[config.mk]
export PLATFORM = sky130hd
export DESIGN_NAME = nads_mac_cell
export DESIGN_NICKNAME = d
export VERILOG_FILES = /design/src/rtl/nads_pkg.sv /design/src/rtl/nads_mac_cell.sv
export SDC_FILE = /design/constraint.sdc
export NUM_CORES = 1
export LEC_CHECK = 0
export BUFFER_PORTS_ARGS = -buffer_cell sky130_fd_sc_hd__buf_2
export CORE_ASPECT_RATIO = 1.4
export CORE_UTILIZATION = 54
export DETAILED_ROUTE_END_ITERATION = 7
export GPL_TIMING_DRIVEN = 0
export HOLD_SLACK_MARGIN = 0.08
export PLACE_DENSITY = 0.86
export SLEW_MARGIN = 25
export SYNTH_ARGS = -nofsm -noshare
export SYNTH_HDL_FRONTEND = slang
export SYNTH_SLANG_ARGS = --single-unit
[constraint.sdc]
create_clock -name clk -period 6.3 [get_ports clk]
set_clock_uncertainty 0.1 [all_clocks]
set_input_delay 0.63 -clock clk [delete_from_list [all_inputs] [get_ports clk]]
set_output_delay 0.63 -clock clk [all_outputs]
set_load 0.02 [all_outputs]
[src/rtl/nads_pkg.sv]
package nads_pkg;

  // Fixed field widths of the stream beats
  localparam int FIELD_W     = 16;
  localparam int SLOT_W      = 9;
  localparam int IDX_OUT_W   = 9;
  localparam int SCORE_W     = 32;
  localparam int NUM_DIRS_W  = 10;
  localparam int IN_TDATA_W  = 64;
  localparam int OUT_TDATA_W = 48;

  // Bit offsets inside s_tdata
  localparam int SLOT_LSB = 0;
  localparam int X_LSB    = SLOT_LSB + SLOT_W;
  localparam int Y_LSB    = X_LSB + FIELD_W;
  localparam int Z_LSB    = Y_LSB + FIELD_W;

  localparam logic [NUM_DIRS_W-1:0] NUM_DIRS_RESET = NUM_DIRS_W'(1);

  // Input beat kinds carried on s_tuser
  localparam logic ACT_LOAD  = 1'b0;
  localparam logic ACT_QUERY = 1'b1;

  typedef enum logic [1:0] {
    ST_IDLE,
    ST_SCAN,
    ST_DRAIN
  } state_t;

  // Control that travels with each table entry down the cell row
  typedef struct packed {
    logic valid;
    logic first;
    logic last;
  } beat_ctl_t;

endpackage

[src/rtl/nads_mac_cell.sv]
module nads_mac_cell #(
  parameter int CW  = 16,
  parameter int AW  = 34,
  parameter int IW  = 9,
  parameter int SEL = 0
) (
  input  logic                   clk,
  input  logic                   rst,
  input  logic                   q_load,
  input  logic signed [CW-1:0]   q_in,
  input  nads_pkg::beat_ctl_t    ctl_in,
  input  logic [IW-1:0]          idx_in,
  input  logic [3*CW-1:0]        dir_in,
  input  logic signed [AW-1:0]   acc_in,
  output nads_pkg::beat_ctl_t    ctl_out,
  output logic [IW-1:0]          idx_out,
  output logic [3*CW-1:0]        dir_out,
  output logic signed [AW-1:0]   acc_out
);
  import nads_pkg::*;

  logic signed [CW-1:0]   q;
  logic signed [CW-1:0]   d_comp;
  logic signed [2*CW-1:0] prod;

  // one query component per cell, multiplied by the matching table component
  assign d_comp = dir_in[SEL*CW +: CW];
  assign prod   = q * d_comp;

  always_ff @(posedge clk) begin
    if (q_load) begin
      q <= q_in;
    end
    idx_out <= idx_in;
    dir_out <= dir_in;
    acc_out <= acc_in + AW'(prod);
  end

  always_ff @(posedge clk) begin
    if (rst) begin
      ctl_out <= '0;
    end else begin
      ctl_out <= ctl_in;
    end
  end

endmodule

==> results.tsv <==
metric	value	unit
status	finished, final reports clean	
endpoints failing setup	0	
die width	137	um
largest net degree at the start of global routing	24	
area of the multi-input gates	0.0100	mm^2
crit path max-delay cell type	fa_1	
number of synthesized flops with an enable pin	16	
Seq cells post-synth	110	
Syn Nets	1875	
FF-to-FF path depth	19	
Root Buffer	clkbuf_16	
R2R Path End	acc_out[27]	
min-delay src	dir_in[25]	
vias in the first global route	11190	
IO buf count	206	
Row Count	68	
Worst Hold End	dir_out[25]	
vias per cell	5.23	
Synth warnings	0	
register area	0.00236	mm^2
overall die height	191	um
Post-CTS Hold Buffers	0	
WP data required	6.45	ns
nets	2104	
peak per-stage delay on the critical path	0.54	ns
Max transition margin	40.6	%
total gr overflow	0	
post-synthesis xor/xnor area fraction	2.29	%
syn avg cell area	10.2	um^2
DR pass1 iterations	7	
Max-Cap Viols	0	
initial core utilization	55.5	%
antenna violations before repair	0	
routed wire length	33.1	mm
DRC viols	0	
synth unique cells	52	
# IOs	207	
Slew Limit Fails	0	
routability cong.	0.949	
CTS Sinks	110	
Async SR Flop Fraction	0	%
CP arrival	6.30	ns
DP Worst Slack	-0.764	ns
Crit. End Element	flop	
Post-Synth Simple-Gate Area	11.3	%
post-synthesis compound-gate area fraction	4.79	%
hold depth	1	
mux contribution to synthesized area	0.227	%
Vias	9967	
Setup CP Type	reg -> reg	
CP dominant cell by count	fa_1	
crit-path max FO	10	
Worst R2R Setup Slack	0.16	ns
first-pass GRT wire length	54.0	mm
DRT iter0 DRCs	564	
Final Util	63.6	%
Worst-path clk slew	0.08	ns
Worst-Margin Slew	0.891	ns
CP startpoint kind	flop	
P&R area growth vs syn	14.6	%
H-tree levels	3	
cells along the critical path	buf_2 -> nand2_1 -> fa_1 -> fa_1 -> fa_1 -> inv_1 -> fa_1 -> fa_1 -> inv_1 -> fa_1 -> inv_1 -> ha_1 -> a21oi_1 -> o21ai_1 -> a32oi_4 -> o311ai_4 -> a221oi_2 -> o21ai_1 -> xor2_1	
main combinational cell family by area after synthesis	adder cells	
antenna viol nets, final	0	
Post-synth top flop	dfxtp_1	
DR WL/cell	17.4	um
CTS tree	built	
clk_lat worst skew	0.37	ns
Post-Place Cell Area	0.0152	mm^2
post-route clock period utilization	97.5	%
Fin Setup TNS	0	ns
Max Fclk	163	MHz
CP delay by family, top	adder cells	
DPL Wire Length	27.5	mm
CTS max path bufs	2	
final worst slack	0.156	ns
full die area	0.0262	mm^2
CTS Buf Count	9	
# fillers	1911	
Placeable Area	0.0248	mm^2
reg2reg start	q[10]	
worst hold path type	in -> reg	
GRT Total Usage	27.8	%
register area share after synthesis	17.1	%
Antenna Cells	0	
post-synthesis adder-cell area fraction	53.5	%
fin crit period	6.14	ns
final instance area	0.0158	mm^2
buffers and inverters on the worst path	4	
Fin. Hold Viols	0	
share of cells above drive strength 1	19.1	%
mapped cell area	0.0138	mm^2
Synth Instances	1355	
## state kept, by name, indices dropped and copies added (netlist names)
register,flops
ctl_out,3
acc_out,34
dir_out,48
idx_out,9
q,16
## cell usage in the layout (no fill, tap or decap), types with 5 or more instances in the layout
cell       Yosys  routed
a21o_1        18      18
nand2_1      154     154
nand4_1        6       6
clkbuf_2       0      15
and2_1       103     103
inv_1        348     347
nor2b_1        5       5
fa_1         305     301
ha_2           0       6
xor2_1         8       8
o21ai_0       10       9
nand3_1        5       5
clkbuf_16      0       9
nor3_1         5       5
xnor2_1       28      28
nor2_1        16      16
buf_2          2     211
nand2b_1       9       9
buf_4          0      21
a21oi_1       29      29
dfxtp_1       94      94
o21ai_1        6       7
edfxtp_1      16      16
ha_1         102      95
## area by class of cell
type / instances / area share, %
buffer: 33 / 1.23
inverter: 348 / 8.26
sequential: 110 / 14.9
clock buffer: 9 / 1.42
timing repair buffer: 226 / 7.57
multi-input combinational: 856 / 63.5
clock inverter: 7 / 0.578
tap: 315 / 2.49
## timing repair
item / 4_1_cts / 5_1_grt
setup buffers: 13 / 7
gates resized for setup: 28 / 46
endpoints found under the setup margin: 12 / 13
cloned: 0 / 0
pin swaps: 3 / 5
## cell families after synthesis
logic type,after synthesis
XOR/XNOR,36
buffers and inverters,389
multiplexers,3
flip-flops,110
AO/OA/AOI/OAI,95
adder cells (fa/ha/maj),407
AND/OR/NAND/NOR,315
## through the flow
step / cells / hold WS (ns)
after floorplan: 1355 / 0.558
after global placement: 1876 / 0.632
after detailed placement: 1876 / 0.634
after CTS: 1897 / 0.238
after global routing: 1904 / 0.241
final: 1904 / 0.249
## routing by layer
layer  wire length (um)  part of all wire, %  GRT usage, %  vias up
met1              10700                   32          28.1     4896
met5                  0                    0             0        -
met3               2240                  6.8          4.69      161
met2              17700                   53          50.3      463
met4               2480                  7.5          20.9        0
li1                   -                    -             -     4447
## synthesized netlist by cell type, types with 2 or more instances
cell type,n,area (um^2)
inv_1,348,1310
fa_1,305,6110
nand2_1,154,578
and2_1,103,644
ha_1,102,1280
dfxtp_1,94,1880
clkbuf_1,37,139
a21oi_1,29,145
xnor2_1,28,245
a21o_1,18,135
edfxtp_1,16,480
nor2_1,16,60.1
o21ai_0,10,50.1
nand2b_1,9,56.3
xor2_1,8,70.1
nand4_1,6,37.5
o21ai_1,6,30.0
nand3_1,5,25.0
nor2b_1,5,31.3
nor3_1,5,25.0
a211oi_1,4,30.0
a21oi_2,4,35.0
and4_1,4,35.0
a31oi_1,3,18.8
o21a_1,3,22.5
a31o_1,2,17.5
and3_1,2,12.5
buf_2,2,10.0
buf_6,2,22.5
mux2i_1,2,20.0
o21bai_1,2,15.0
## worst max path at each step
stage | cells past startpoint | startpoint | endpoint | slack (ns)
after detailed placement | 21 | dir_in[2] | acc_out[31] | -0.76
final | 19 | q[10] | acc_out[27] | 0.16
after CTS | 19 | q[15] | acc_out[31] | 0.003
after global routing | 21 | q[15] | acc_out[33] | -0.007
after floorplan | 20 | dir_in[2] | acc_out[31] | 0.08
after global placement | 21 | dir_in[2] | acc_out[30] | -0.67
Power is left out: the tool's default activity adds up to more than one toggle a clock period on the data nets, which glitch-free logic cannot reach.
